<file path="src/rtl/urf_pkg.sv">
// ----------------------------------------------------------------------------
// urf_pkg
// shared types and constants of the uart register file
// ----------------------------------------------------------------------------
package urf_pkg;

    // beat kinds
    localparam logic [1:0] KIND_READ  = 2'd0;
    localparam logic [1:0] KIND_WRITE = 2'd1;
    localparam logic [1:0] KIND_LINE  = 2'd2;

    // register offsets
    localparam logic [2:0] OFF_DATA = 3'd0;  // rbr / thr / dll
    localparam logic [2:0] OFF_IER  = 3'd1;  // ier / dlm
    localparam logic [2:0] OFF_IIR  = 3'd2;  // iir / fcr
    localparam logic [2:0] OFF_LCR  = 3'd3;
    localparam logic [2:0] OFF_MCR  = 3'd4;
    localparam logic [2:0] OFF_LSR  = 3'd5;
    localparam logic [2:0] OFF_MSR  = 3'd6;
    localparam logic [2:0] OFF_SCR  = 3'd7;

    // iir cause codes
    localparam logic [7:0] IIR_LINE  = 8'h06;
    localparam logic [7:0] IIR_RDA   = 8'h04;
    localparam logic [7:0] IIR_THRE  = 8'h02;
    localparam logic [7:0] IIR_MODEM = 8'h00;
    localparam logic [7:0] IIR_NONE  = 8'h01;
    localparam logic [7:0] IIR_FIFO  = 8'hC0;

    // lsr constant part: thre and temt always set
    localparam logic [7:0] LSR_TX_IDLE = 8'h60;

    // divisor reset value
    localparam logic [7:0] DLL_RESET = 8'd12;

    typedef struct packed {
        logic [1:0] kind;
        logic [2:0] reg_offset;
        logic [7:0] wdata;
    } item_t;

    typedef struct packed {
        logic [7:0] rdata;
        logic       tx_valid;
        logic [7:0] tx_byte;
        logic       rx_dropped;
        logic       irq;
    } result_t;

    // ring commands from the register decode
    typedef struct packed {
        logic       push;
        logic       pop;
        logic       clear;
        logic [7:0] data;
    } ring_ctl_t;

    // ring status back to the register decode
    typedef struct packed {
        logic       empty;
        logic       full;
        logic       last;   // exactly one byte held
        logic [7:0] front;
    } ring_stat_t;

endpackage

</file>
<file path="src/rtl/urf_if.sv">
// ----------------------------------------------------------------------------
// urf_item_if / urf_result_if
// valid/ready channels for register access beats and their results
// ----------------------------------------------------------------------------
interface urf_item_if;
    logic       valid;
    logic       ready;
    logic [1:0] kind;
    logic [2:0] reg_offset;
    logic [7:0] wdata;

    modport source (output valid, kind, reg_offset, wdata, input ready);
    modport sink   (input valid, kind, reg_offset, wdata, output ready);
endinterface

interface urf_result_if;
    logic       valid;
    logic       ready;
    logic [7:0] rdata;
    logic       tx_valid;
    logic [7:0] tx_byte;
    logic       rx_dropped;
    logic       irq;

    modport source (output valid, rdata, tx_valid, tx_byte, rx_dropped, irq, input ready);
    modport sink   (input valid, rdata, tx_valid, tx_byte, rx_dropped, irq, output ready);
endinterface

</file>
<file path="src/rtl/urf_ram.sv">
// ----------------------------------------------------------------------------
// urf_ram
// generic single write port ram with one registered read port
// ----------------------------------------------------------------------------
module urf_ram #(
    parameter int WIDTH = 8,
    parameter int DEPTH = 16,
    localparam int AW = (DEPTH > 1) ? $clog2(DEPTH) : 1
) (
    input  logic             clk,
    input  logic             we,
    input  logic [AW-1:0]    waddr,
    input  logic [WIDTH-1:0] wdata,
    input  logic [AW-1:0]    raddr,
    output logic [WIDTH-1:0] rdata
);

    logic [WIDTH-1:0] mem [DEPTH];

    always_ff @(posedge clk)
    begin
        if (we)
        begin
            mem[waddr] <= wdata;
        end
        rdata <= mem[raddr];
    end

endmodule

</file>
<file path="src/rtl/urf_ring.sv">
// ----------------------------------------------------------------------------
// urf_ring
// receive ring: head and fill count, ram and front-of-ring bypass
// ----------------------------------------------------------------------------
module urf_ring #(
    parameter int RX_DEPTH = 16
) (
    input  logic                   clk,
    input  logic                   rst_n,
    input  urf_pkg::ring_ctl_t     ctl,
    output urf_pkg::ring_stat_t    stat
);

    localparam int AW = (RX_DEPTH > 1) ? $clog2(RX_DEPTH) : 1;
    localparam int CW = $clog2(RX_DEPTH + 1);
    localparam int SW = CW + 1;

    logic [AW-1:0] head_reg, head_next;
    logic [CW-1:0] count_reg, count_next;
    logic [SW-1:0] tail_sum;
    logic [AW-1:0] waddr;
    logic [7:0]    ram_q;
    logic          byp_reg;
    logic [7:0]    byp_data_reg;

    // write slot is head plus count, wrapped once
    always_comb
    begin
        tail_sum = SW'(head_reg) + SW'(count_reg);
        if (tail_sum >= SW'(RX_DEPTH))
        begin
            tail_sum = tail_sum - SW'(RX_DEPTH);
        end
        waddr = tail_sum[AW-1:0];
    end

    always_comb
    begin
        head_next  = head_reg;
        count_next = count_reg;
        if (ctl.clear)
        begin
            head_next  = '0;
            count_next = '0;
        end
        else if (ctl.pop)
        begin
            head_next  = (SW'(head_reg) + SW'(1) == SW'(RX_DEPTH)) ? '0 : head_reg + AW'(1);
            count_next = count_reg - CW'(1);
        end
        else if (ctl.push)
        begin
            count_next = count_reg + CW'(1);
        end
    end

    always_ff @(posedge clk or negedge rst_n)
    begin
        if (!rst_n)
        begin
            head_reg  <= '0;
            count_reg <= '0;
            byp_reg   <= 1'b0;
        end
        else
        begin
            head_reg  <= head_next;
            count_reg <= count_next;
            byp_reg   <= ctl.push && (waddr == head_next);
        end
    end

    always_ff @(posedge clk)
    begin
        byp_data_reg <= ctl.data;
    end

    // ram read follows the next head so the front byte is ready once the head register holds it
    urf_ram #(
        .WIDTH (8),
        .DEPTH (RX_DEPTH)
    ) u_ram (
        .clk   (clk),
        .we    (ctl.push),
        .waddr (waddr),
        .wdata (ctl.data),
        .raddr (head_next),
        .rdata (ram_q)
    );

    assign stat.empty = (count_reg == '0);
    assign stat.full  = (count_reg == CW'(RX_DEPTH));
    assign stat.last  = (count_reg == CW'(1));
    assign stat.front = byp_reg ? byp_data_reg : ram_q;

    a_count_bound: assert property (@(posedge clk) disable iff (!rst_n)
        count_reg <= CW'(RX_DEPTH))
        else $error("ring count above depth");

    a_no_push_full: assert property (@(posedge clk) disable iff (!rst_n)
        ctl.push |-> !stat.full)
        else $error("push into full ring");

    a_no_pop_empty: assert property (@(posedge clk) disable iff (!rst_n)
        ctl.pop |-> !stat.empty)
        else $error("pop from empty ring");

endmodule

</file>
<file path="src/rtl/uart_register_file_top.sv">
// ----------------------------------------------------------------------------
// uart_register_file_top
// register file of one 16550-style uart with receive ring and irq level
// ----------------------------------------------------------------------------
// an accepted item passes the input reg and then the result reg, from which
// its result beat is offered
// throughput: one item per cycle while the sink stays ready
// a stalled sink holds one beat in the result reg and one in the input reg,
// then input ready drops until the result drains
// reset: asynchronous active low, registers to 16550 defaults (dll 12,
// lsr 0x60), ring empty; ring contents are not cleared and need no sweep
// ----------------------------------------------------------------------------
module uart_register_file_top #(
    parameter int RX_DEPTH = 16
) (
    input  logic         clk,
    input  logic         rst_n,
    urf_item_if.sink     items,
    urf_result_if.source results
);

    // handshake and pipeline registers
    logic                in_valid_reg;
    urf_pkg::item_t      item_reg;
    logic                out_valid_reg;
    urf_pkg::result_t    res_reg;
    urf_pkg::result_t    res_next;
    logic                adv;

    // uart register state
    logic [3:0] ier_reg, ier_next;
    logic [7:0] lcr_reg, lcr_next;
    logic [4:0] mcr_reg, mcr_next;
    logic [7:0] fcr_reg, fcr_next;
    logic [7:0] scr_reg, scr_next;
    logic [7:0] dll_reg, dll_next;
    logic [7:0] dlm_reg, dlm_next;
    logic       oe_reg, oe_next;
    logic       dr_reg, dr_next;
    logic [7:0] msr_reg, msr_next;
    logic       tep_reg, tep_next;
    logic [7:0] last_rx_reg, last_rx_next;

    urf_pkg::ring_ctl_t  ring_ctl;
    urf_pkg::ring_stat_t ring_stat;

    logic       dlab;
    logic [7:0] lsr_val;
    logic [7:0] iir_now;
    logic [3:0] lines;
    logic       push_req;

    // priority encoder over the enabled causes
    function automatic logic [7:0] iir_f(
        input logic [3:0] ier,
        input logic       oe,
        input logic       dr,
        input logic       tep,
        input logic [3:0] msr_delta
    );
        logic [7:0] r;
        if (ier[2] && oe)
            r = urf_pkg::IIR_LINE;
        else if (ier[0] && dr)
            r = urf_pkg::IIR_RDA;
        else if (ier[1] && tep)
            r = urf_pkg::IIR_THRE;
        else if (ier[3] && (msr_delta != 4'd0))
            r = urf_pkg::IIR_MODEM;
        else
            r = urf_pkg::IIR_NONE;
        return r;
    endfunction

    // item moves to the result register when the result slot is free or draining
    assign adv         = in_valid_reg && (!out_valid_reg || results.ready);
    assign items.ready = !in_valid_reg || adv;

    always_ff @(posedge clk or negedge rst_n)
    begin
        if (!rst_n)
        begin
            in_valid_reg  <= 1'b0;
            out_valid_reg <= 1'b0;
        end
        else
        begin
            if (items.valid && items.ready)
                in_valid_reg <= 1'b1;
            else if (adv)
                in_valid_reg <= 1'b0;

            if (adv)
                out_valid_reg <= 1'b1;
            else if (results.ready)
                out_valid_reg <= 1'b0;
        end
    end

    // payload registers, no reset
    always_ff @(posedge clk)
    begin
        if (items.valid && items.ready)
        begin
            item_reg.kind       <= items.kind;
            item_reg.reg_offset <= items.reg_offset;
            item_reg.wdata      <= items.wdata;
        end
        if (adv)
        begin
            res_reg <= res_next;
        end
    end

    // lsr as seen by a read: dr, oe, pe/fe/bi never raised, thre and temt set
    assign dlab    = lcr_reg[7];
    assign lsr_val = urf_pkg::LSR_TX_IDLE | {6'd0, oe_reg, dr_reg};
    assign iir_now = iir_f(ier_reg, oe_reg, dr_reg, tep_reg, msr_reg[3:0]);

    // loopback mapping of the value an mcr write brings:
    // dcd<-out2, ri<-out1, dsr<-dtr, cts<-rts
    assign lines = item_reg.wdata[4] ?
                   {item_reg.wdata[3], item_reg.wdata[2], item_reg.wdata[0], item_reg.wdata[1]} :
                   4'd0;

    // decode of one beat, all state updates in one pass
    always_comb
    begin
        ier_next     = ier_reg;
        lcr_next     = lcr_reg;
        mcr_next     = mcr_reg;
        fcr_next     = fcr_reg;
        scr_next     = scr_reg;
        dll_next     = dll_reg;
        dlm_next     = dlm_reg;
        oe_next      = oe_reg;
        dr_next      = dr_reg;
        msr_next     = msr_reg;
        tep_next     = tep_reg;
        last_rx_next = last_rx_reg;
        push_req     = 1'b0;
        ring_ctl     = '0;
        ring_ctl.data = item_reg.wdata;
        res_next     = '0;

        if (adv)
        begin
            case (item_reg.kind)
                urf_pkg::KIND_READ:
                begin
                    case (item_reg.reg_offset)
                        urf_pkg::OFF_DATA:
                        begin
                            if (dlab)
                                res_next.rdata = dll_reg;
                            else if (ring_stat.empty)
                                res_next.rdata = last_rx_reg;
                            else
                            begin
                                res_next.rdata = ring_stat.front;
                                last_rx_next   = ring_stat.front;
                                ring_ctl.pop   = 1'b1;
                                if (ring_stat.last)
                                    dr_next = 1'b0;
                            end
                        end
                        urf_pkg::OFF_IER: res_next.rdata = dlab ? dlm_reg : {4'd0, ier_reg};
                        urf_pkg::OFF_IIR:
                        begin
                            if (iir_now == urf_pkg::IIR_THRE)
                                tep_next = 1'b0;
                            res_next.rdata = fcr_reg[0] ? (iir_now | urf_pkg::IIR_FIFO) : iir_now;
                        end
                        urf_pkg::OFF_LCR: res_next.rdata = lcr_reg;
                        urf_pkg::OFF_MCR: res_next.rdata = {3'd0, mcr_reg};
                        urf_pkg::OFF_LSR:
                        begin
                            res_next.rdata = lsr_val;
                            oe_next        = 1'b0;
                        end
                        urf_pkg::OFF_MSR:
                        begin
                            res_next.rdata = msr_reg;
                            msr_next       = {msr_reg[7:4], 4'd0};
                        end
                        default: res_next.rdata = scr_reg;
                    endcase
                end
                urf_pkg::KIND_WRITE:
                begin
                    case (item_reg.reg_offset)
                        urf_pkg::OFF_DATA:
                        begin
                            if (dlab)
                                dll_next = item_reg.wdata;
                            else
                            begin
                                if (mcr_reg[4])
                                    push_req = 1'b1;
                                else
                                begin
                                    res_next.tx_valid = 1'b1;
                                    res_next.tx_byte  = item_reg.wdata;
                                end
                                tep_next = 1'b1;
                            end
                        end
                        urf_pkg::OFF_IER:
                        begin
                            if (dlab)
                                dlm_next = item_reg.wdata;
                            else
                                ier_next = item_reg.wdata[3:0];
                        end
                        urf_pkg::OFF_IIR:
                        begin
                            fcr_next = item_reg.wdata;
                            if (item_reg.wdata[1])
                            begin
                                ring_ctl.clear = 1'b1;
                                dr_next        = 1'b0;
                            end
                        end
                        urf_pkg::OFF_LCR: lcr_next = item_reg.wdata;
                        urf_pkg::OFF_MCR:
                        begin
                            mcr_next = item_reg.wdata[4:0];
                            // deltas accumulate; ri delta only on a falling edge
                            msr_next = {lines,
                                        msr_reg[3:0] |
                                        {msr_reg[7] ^ lines[3],
                                         msr_reg[6] & ~lines[2],
                                         msr_reg[5] ^ lines[1],
                                         msr_reg[4] ^ lines[0]}};
                        end
                        urf_pkg::OFF_SCR: scr_next = item_reg.wdata;
                        default: ;
                    endcase
                end
                urf_pkg::KIND_LINE: push_req = 1'b1;
                default: ;
            endcase

            // received or looped-back byte: refused and flagged when ring is full
            if (push_req)
            begin
                if (ring_stat.full)
                begin
                    oe_next             = 1'b1;
                    res_next.rx_dropped = 1'b1;
                end
                else
                begin
                    ring_ctl.push = 1'b1;
                    dr_next       = 1'b1;
                end
            end

            // irq level after this beat
            res_next.irq = mcr_next[3] &&
                (iir_f(ier_next, oe_next, dr_next, tep_next, msr_next[3:0]) !=
                 urf_pkg::IIR_NONE);
        end
    end

    always_ff @(posedge clk or negedge rst_n)
    begin
        if (!rst_n)
        begin
            ier_reg     <= '0;
            lcr_reg     <= '0;
            mcr_reg     <= '0;
            fcr_reg     <= '0;
            scr_reg     <= '0;
            dll_reg     <= urf_pkg::DLL_RESET;
            dlm_reg     <= '0;
            oe_reg      <= 1'b0;
            dr_reg      <= 1'b0;
            msr_reg     <= '0;
            tep_reg     <= 1'b0;
            last_rx_reg <= '0;
        end
        else
        begin
            ier_reg     <= ier_next;
            lcr_reg     <= lcr_next;
            mcr_reg     <= mcr_next;
            fcr_reg     <= fcr_next;
            scr_reg     <= scr_next;
            dll_reg     <= dll_next;
            dlm_reg     <= dlm_next;
            oe_reg      <= oe_next;
            dr_reg      <= dr_next;
            msr_reg     <= msr_next;
            tep_reg     <= tep_next;
            last_rx_reg <= last_rx_next;
        end
    end

    urf_ring #(
        .RX_DEPTH (RX_DEPTH)
    ) u_ring (
        .clk   (clk),
        .rst_n (rst_n),
        .ctl   (ring_ctl),
        .stat  (ring_stat)
    );

    // result channel
    assign results.valid      = out_valid_reg;
    assign results.rdata      = res_reg.rdata;
    assign results.tx_valid   = res_reg.tx_valid;
    assign results.tx_byte    = res_reg.tx_byte;
    assign results.rx_dropped = res_reg.rx_dropped;
    assign results.irq        = res_reg.irq;

    // data ready tracks the ring fill
    a_dr_matches_ring: assert property (@(posedge clk) disable iff (!rst_n)
        dr_reg == !ring_stat.empty)
        else $error("dr out of step with ring");

    a_tx_drop_exclusive: assert property (@(posedge clk) disable iff (!rst_n)
        out_valid_reg |-> !(res_reg.tx_valid && res_reg.rx_dropped))
        else $error("transmit and drop in one result");

    a_adv_fills_result: assert property (@(posedge clk) disable iff (!rst_n)
        adv |=> out_valid_reg)
        else $error("advanced beat lost");

endmodule

</file>
<file path="src/flat_wrapper.sv">
// flat-port wrapper written by rule: the top's interface ports become plain ports
module uart_register_file_top_flat 
#(
    parameter int RX_DEPTH = 16
)
  (clk, rst_n, items_valid, items_kind, items_reg_offset, items_wdata, items_ready, results_valid, results_rdata, results_tx_valid, results_tx_byte, results_rx_dropped, results_irq, results_ready);
  urf_item_if items_i ();
  urf_result_if results_i ();
  input  logic clk;
  input  logic rst_n;
  input wire logic [$bits(items_i.valid)-1:0] items_valid;
  input wire logic [$bits(items_i.kind)-1:0] items_kind;
  input wire logic [$bits(items_i.reg_offset)-1:0] items_reg_offset;
  input wire logic [$bits(items_i.wdata)-1:0] items_wdata;
  output wire logic [$bits(items_i.ready)-1:0] items_ready;
  output wire logic [$bits(results_i.valid)-1:0] results_valid;
  output wire logic [$bits(results_i.rdata)-1:0] results_rdata;
  output wire logic [$bits(results_i.tx_valid)-1:0] results_tx_valid;
  output wire logic [$bits(results_i.tx_byte)-1:0] results_tx_byte;
  output wire logic [$bits(results_i.rx_dropped)-1:0] results_rx_dropped;
  output wire logic [$bits(results_i.irq)-1:0] results_irq;
  input wire logic [$bits(results_i.ready)-1:0] results_ready;
  assign items_i.valid = items_valid;
  assign items_i.kind = items_kind;
  assign items_i.reg_offset = items_reg_offset;
  assign items_i.wdata = items_wdata;
  assign items_ready = items_i.ready;
  assign results_valid = results_i.valid;
  assign results_rdata = results_i.rdata;
  assign results_tx_valid = results_i.tx_valid;
  assign results_tx_byte = results_i.tx_byte;
  assign results_rx_dropped = results_i.rx_dropped;
  assign results_irq = results_i.irq;
  assign results_i.ready = results_ready;
  uart_register_file_top #(.RX_DEPTH(RX_DEPTH)) u_core (.clk(clk), .rst_n(rst_n), .items(items_i), .results(results_i));
endmodule
</file>
<file path="config.mk">
export PLATFORM = sky130hd
export DESIGN_NAME = uart_register_file_top_flat
export DESIGN_NICKNAME = d
export VERILOG_FILES = /design/src/rtl/urf_pkg.sv /design/src/rtl/urf_if.sv /design/src/rtl/urf_ram.sv /design/src/rtl/urf_ring.sv /design/src/rtl/uart_register_file_top.sv /design/src/flat_wrapper.sv
export SDC_FILE = /design/constraint.sdc
export NUM_CORES = 1
export LEC_CHECK = 0
export CAP_MARGIN = 25
export CORE_ASPECT_RATIO = 1.1
export CORE_MARGIN = 3
export CORE_UTILIZATION = 57
export DETAILED_ROUTE_END_ITERATION = 8
export DONT_BUFFER_PORTS = 1
export GPL_TIMING_DRIVEN = 0
export PLACE_DENSITY = 0.84
export SYNTH_ARGS = -nofsm -noshare
export SYNTH_HDL_FRONTEND = slang
export SYNTH_SLANG_ARGS = --single-unit
</file>
<file path="constraint.sdc">
create_clock -name clk -period 3.2 [get_ports clk]
set_clock_uncertainty 0.15 [all_clocks]
set_input_delay 0 -clock clk [delete_from_list [all_inputs] [get_ports clk]]
set_output_delay 0 -clock clk [all_outputs]
set_load 0.02 [all_outputs]
</file>
# After elaboration in Yosys (flattened, before gate mapping)
# Memories as Yosys holds them, arrays and structs flattened. A register that Yosys moved wholly into a read port is not among the register bits.
# Cells that the tools add are included.
# classes
add_sub_neg	6
order_cmp	1
n_eq_ne	18
n_mux	78
n_bitwise	9
n_reduce_logical	34
# op_table
operator	count
$mux 8	14
$pmux 8 s7	1
$mux 1	41
$mux 4	10
$mux 5	6
$pmux 8 s2	1
$reduce_and 4->1	4
$eq 3x3->1 const B	4
$logic_and 1x1->1	12
$reduce_and 3->1	4
$eq 5x5->1 const B	2
$mux 9	1
$eq 8x2->1 const B	1
$ne 8x1->1 const B	1
$reduce_bool 4->1	2
$add 4x5->6	1
$eq 3x2->1 const B	2
$ge 6x5->1 const B	1
$ne 2x2->1 const B	3
$pmux 1 s2	3
$add 4x1->5 const B	1
$add 5x1->5 const B	1
$eq 5x1->1 const B	1
$logic_not 5->1	1
20 further kinds	28
# totals
regBits	113
ram_bits	128
input_bits	17
out_inout_bits	21
wordCells	175
memories	1
# memory_table
name	words	width	rd	rd_clocked_by_memory_dff	wr	line	rtl
u_core.u_ring.u_ram.mem	16	8	1	1	1	urf_ram.sv:18	logic [WIDTH-1:0] mem [DEPTH];

# Depth between registers and ports, before layout
# depth
word_depth	18
depth_mapped	12
mapped_depth_nobuf	10

# By module
# Synthesis repeated with hierarchy kept, for this count alone.
# unflattened
hier_cells	722
area_unflattened_um2	10814.1
# by_module_without_submodules
mod	instances	cells_each	area_each_um2	seq_area_each_um2
urf_ram	1	229	5147.4	4003.8
uart_register_file_top	1	401	4679.5	2539.9
urf_ring	1	92	987.2	410.4

# Least setup slack after synthesis
# No wires, ideal clock.
# synth_path
path_type	flip-flop to flip-flop
start	register u_core.out_valid_reg (netlist: u_core.results.valid)
end	memory u_core.u_ring.u_ram.mem[0][0] (enable)
setup_time_ns	0.370
arrival_ns	2.628
required_ns	2.680
path_slack_ns	0.052
stages_incl_launch_ff	8
path_buffers	1
period_less_slack_ns	3.148
path_cell_list	dfrtp_1 nand2b_1 clkbuf_1 nand2_1 inv_1 nand4b_1 or3_1 nor2_1
# synth_via
elab_chain_len	6
# synth_rtl
item	line	rtl
from (decl)	uart_register_file_top.sv:25	logic out_valid_reg;
from (signal assigned)	uart_register_file_top.sv:84	out_valid_reg <= 1'b0;
from (signal assigned)	uart_register_file_top.sv:94	out_valid_reg <= 1'b1;
from (signal assigned)	uart_register_file_top.sv:96	out_valid_reg <= 1'b0;
$logic_not 1->1	uart_register_file_top.sv:76	assign adv = in_valid_reg && (!out_valid_reg || results.ready);
$logic_or 1x1->1	uart_register_file_top.sv:76	
$logic_and 1x1->1	uart_register_file_top.sv:76	
named net u_core.adv	uart_register_file_top.sv:28	logic adv;
$mux 3	uart_register_file_top.sv:146	if (adv)
$mux 1	urf_ram.sv:22	if (we)
$mux 1 (not written as such)	urf_ram.sv:24	mem[waddr] <= wdata;
to (decl)	urf_ram.sv:18	
# The timed path passes the listed nets, and every way through them passes these cells.

# Worst setup path in the final report
# layout_path
start	register u_core.item_reg[10] (netlist name)
end	register u_core.u_ring.u_ram.rdata[0], read port of u_core.u_ring.u_ram.mem
# layout_via
elab_chain_len	6
word_cells_on_any_way	9
classes_between	eq/ne: 1; mux: 7; reduce/logical: 1
# layout_rtl
item	line	rtl
from (decl)	uart_register_file_top.sv:24	urf_pkg::item_t item_reg;
$logic_not 3->1	uart_register_file_top.sv:151	case (item_reg.reg_offset)
$mux 1	uart_register_file_top.sv:151	
$mux 1	uart_register_file_top.sv:148	case (item_reg.kind)
$mux 3 *	uart_register_file_top.sv:146	
$mux 4	urf_ring.sv:46	else if (ctl.pop)
$mux 4 *	urf_ring.sv:41	if (ctl.clear)
to (decl)	urf_ram.sv:15	output logic [WIDTH-1:0] rdata
# Every way passes the cells marked *; elsewhere a longest branch is shown, timed or not.
# A chain may end at the register's enable or synchronous reset.

==> results.toml <==
[place]
portBuffers = 0
dp_hpwl_mm = 17.4
gp_congestion = 0.941

[status]
status = "finished with violations"
violations = "setup timing"

[run]
maxCapViolations = 0

[sta]
worst_pin_slew_ps = 1050
fin_crit_ps = 3240
grt_setup_unrepaired = "true"
fin_setup_tns_ps = -44.7
fmax_mhz = 308
slew_violations = 0
setup_ws_ps = -44.7
hold_viol = 0
max_slew_margin_pct = 29.7
timing.final.crit_share_pct = 101
final-setup-viol-count = 1

[detailed_routing]
antenna_left = 0
drt-total-wl_mm = 30.1
dr.pass1.iters = 5
drc = 0
drt-initial-drc-count = 1183
wl_per_cell_um = 24.6
via_per_inst = 6.67
num_vias = 8172

[synthesis]
synth-edff-count = 160
synth_seq_cells = 249
synth_area_leaders = "edfxtp_1 (44%), dfrtp_1 (16%), mux2_2 (4.4%)"
synthCells = 884
yosys.area.top_type = "edfxtp_1"
synth.most_common_cell = "edfxtp_1"
ys_warn_count = 0
synth_top_area_share_pct = 44.0
synth_common_cells = "edfxtp_1 (160), nand2_1 (96), dfrtp_1 (71)"
netlist_area_mm2 = 0.0109
synthArstFlopShare_pct = 29.3
synthFlopType = "edfxtp_1"
synth.avg_cell_area_um2 = 12.4
synth_nets = 913
synth.distinct_cells = 73
ys_seq_area_share_pct = 63.7

[global_route]
grt_first_pass_wirelength_mm = 43.4
grt_overflow = 0
grt_max_degree = 72
grt_pass1_vias = 7781
antenna_found_initial = 0
grt_usage_pct = 27.7

[die]
rows = 52
ioPinCount = 38
start_util_pct = 58.7
die_h_um = 151
die_area_mm2 = 0.0209
core_mm2 = 0.0186
die_width_um = 138

[power]
finalPower_w = 0.0106
p_leak_nw = 4.70
p_per_area_mw_per_mm2 = 814
vdd_drop_max_mv = 0.698

[hold_path]
hold_path_depth = 1
min_path_type = "in2out"
hp-start = "results_ready"
hold_end = "items_ready"

[final_layout]
fillers = 1173
antenna_cells = 0
nets = 994
syn_to_final_growth_pct = 18.8
largest_reg_flops = 128
drive_gt1_share_pct = 19.7

[cts]
cts_tree = "built"
cts.sinks = 249
clk_path_buf_depth = 3
htreeDepth = 1
numCtsBuffers = 24
path_clk_slew_ps = 70
insertion_delay_ps = 530
root_buffer = "clkbuf_16"

[worst_setup_path]
critPathLaunch = "u_core.item_reg[10]$_DFFE_PP_"
regToRegEndpoint = "u_core.u_ring.u_ram.rdata[0]$_DFF_P_"
reg2regPathDepth = 9
arrival_ps = 3460
rr_startpoint = "u_core.item_reg[10]$_DFFE_PP_"
crit_required_ps = 3420
worstSetupPathType = "reg2reg"
path_max_fanout = 10
worstSetupEndpointType = "flop"
reg2reg_slack_ps = -40
start_kind = "flop"
[where the power goes]
group          total [W]  internal [W]  switching [W]
registers        0.00416       0.00380       0.000355
logic            0.00358       0.00127        0.00232
clock network    0.00282       0.00162        0.00121
[cell families (layout without fill, tap and decap cells)]
family | after synthesis | in the layout | synth area share (%)
AO/OA/AOI/OAI | 227 | 227 | 13.7
XOR/XNOR | 15 | 15 | 1.27
adder cells (fa/ha/maj) | 12 | 12 | 1.44
buffers and inverters | 69 | 167 | 2.58
flip-flops | 249 | 249 | 63.7
multiplexers | 62 | 62 | 6.25
AND/OR/NAND/NOR | 250 | 250 | 11.1
[cell usage in the layout (no fill, tap or decap), types with 14 or more instances in the layout]
| master | count |
|---|---|
| a21oi_1 | 36 |
| a31oi_1 | 16 |
| buf_4 | 24 |
| clkbuf_1 | 24 |
| clkbuf_16 | 24 |
| dfrtp_1 | 69 |
| dfxtp_1 | 16 |
| dlygate4sd3_1 | 31 |
| edfxtp_1 | 160 |
| mux2_2 | 43 |
| mux2i_1 | 16 |
| nand2_1 | 95 |
| nand3_1 | 24 |
| nor2_1 | 40 |
| nor2_4 | 14 |
| nor3_1 | 16 |
| o21ai_0 | 64 |
| o31ai_1 | 28 |
[worst max-delay path, cell delays in order, from the launching register on]
cell,delay (ps)
edfxtp_1,490
nor4_4,510
and4_1,320
clkbuf_4,270
nand2_2,150
xor2_4,200
nor4bb_2,340
buf_2,300
a32oi_1,180
o311ai_1,170
[through the flow]
step	instances	util (%)	area, um^2	hold slack [ps]	worst slack (ps)
2_1_floorplan	884	-	10900	-446	51.9
3_3_place_gp	1127	60.3	11200	-441	-937
3_5_place_dp	1129	60.4	11200	-442	-988
4_1_cts	1220	68.7	12800	91.1	12.8
5_1_grt	1225	69.7	13000	113	-107
6_report	1225	69.7	13000	93.0	-44.7
[cell type report]
| class | count | area, um^2 | area share [%] |
|---|---|---|---|
| multi-input cells | 566 | 4010 | 30.9 |
| well taps | 243 | 304 | 2.34 |
| clock buffers | 27 | 612 | 4.72 |
| plain buffers | 50 | 268 | 2.06 |
| clock inverters | 16 | 159 | 1.23 |
| flip-flops and latches | 249 | 6960 | 53.6 |
| repair inverters | 1 | 5.00 | 0.0386 |
| inverters | 16 | 66.3 | 0.511 |
| repair buffers | 57 | 591 | 4.55 |
[how the worst max path moves through the flow]
stage	end	slack (ps)	cells past startpoint
floorplan	u_core.u_ring.u_ram.mem[0][0]$_DFFE_PP_	50	7
global placement	u_core.u_ring.u_ram.mem[8][1]$_DFFE_PP_	-940	7
detailed placement	u_core.u_ring.u_ram.mem[8][2]$_DFFE_PP_	-990	7
CTS	u_core.u_ring.u_ram.rdata[4]$_DFF_P_	10	10
global route	u_core.u_ring.u_ram.mem[13][7]$_DFFE_PP_	-110	8
finish	u_core.u_ring.u_ram.rdata[0]$_DFF_P_	-40	9
[timing repair]
item	in CTS	in global routing
pin swaps	8	8
gates cloned	1	0
endpoints found under the setup margin	142	56
buffers inserted	14	6
resized for setup	80	34
hold endpoints to repair	102	0
hold buffers	33	0
[routing by layer]
metal / vias to the layer above / GRT usage, % / part of all wire (%)
met3: 105 / 5.55 / 11
met2: 591 / 45.7 / 49
met1: 3987 / 36.2 / 36
li1: 3489 / - / -
met4: 0 / 10.9 / 3.9
met5: - / 0 / 0
Power figures use the tool's default switching activity.
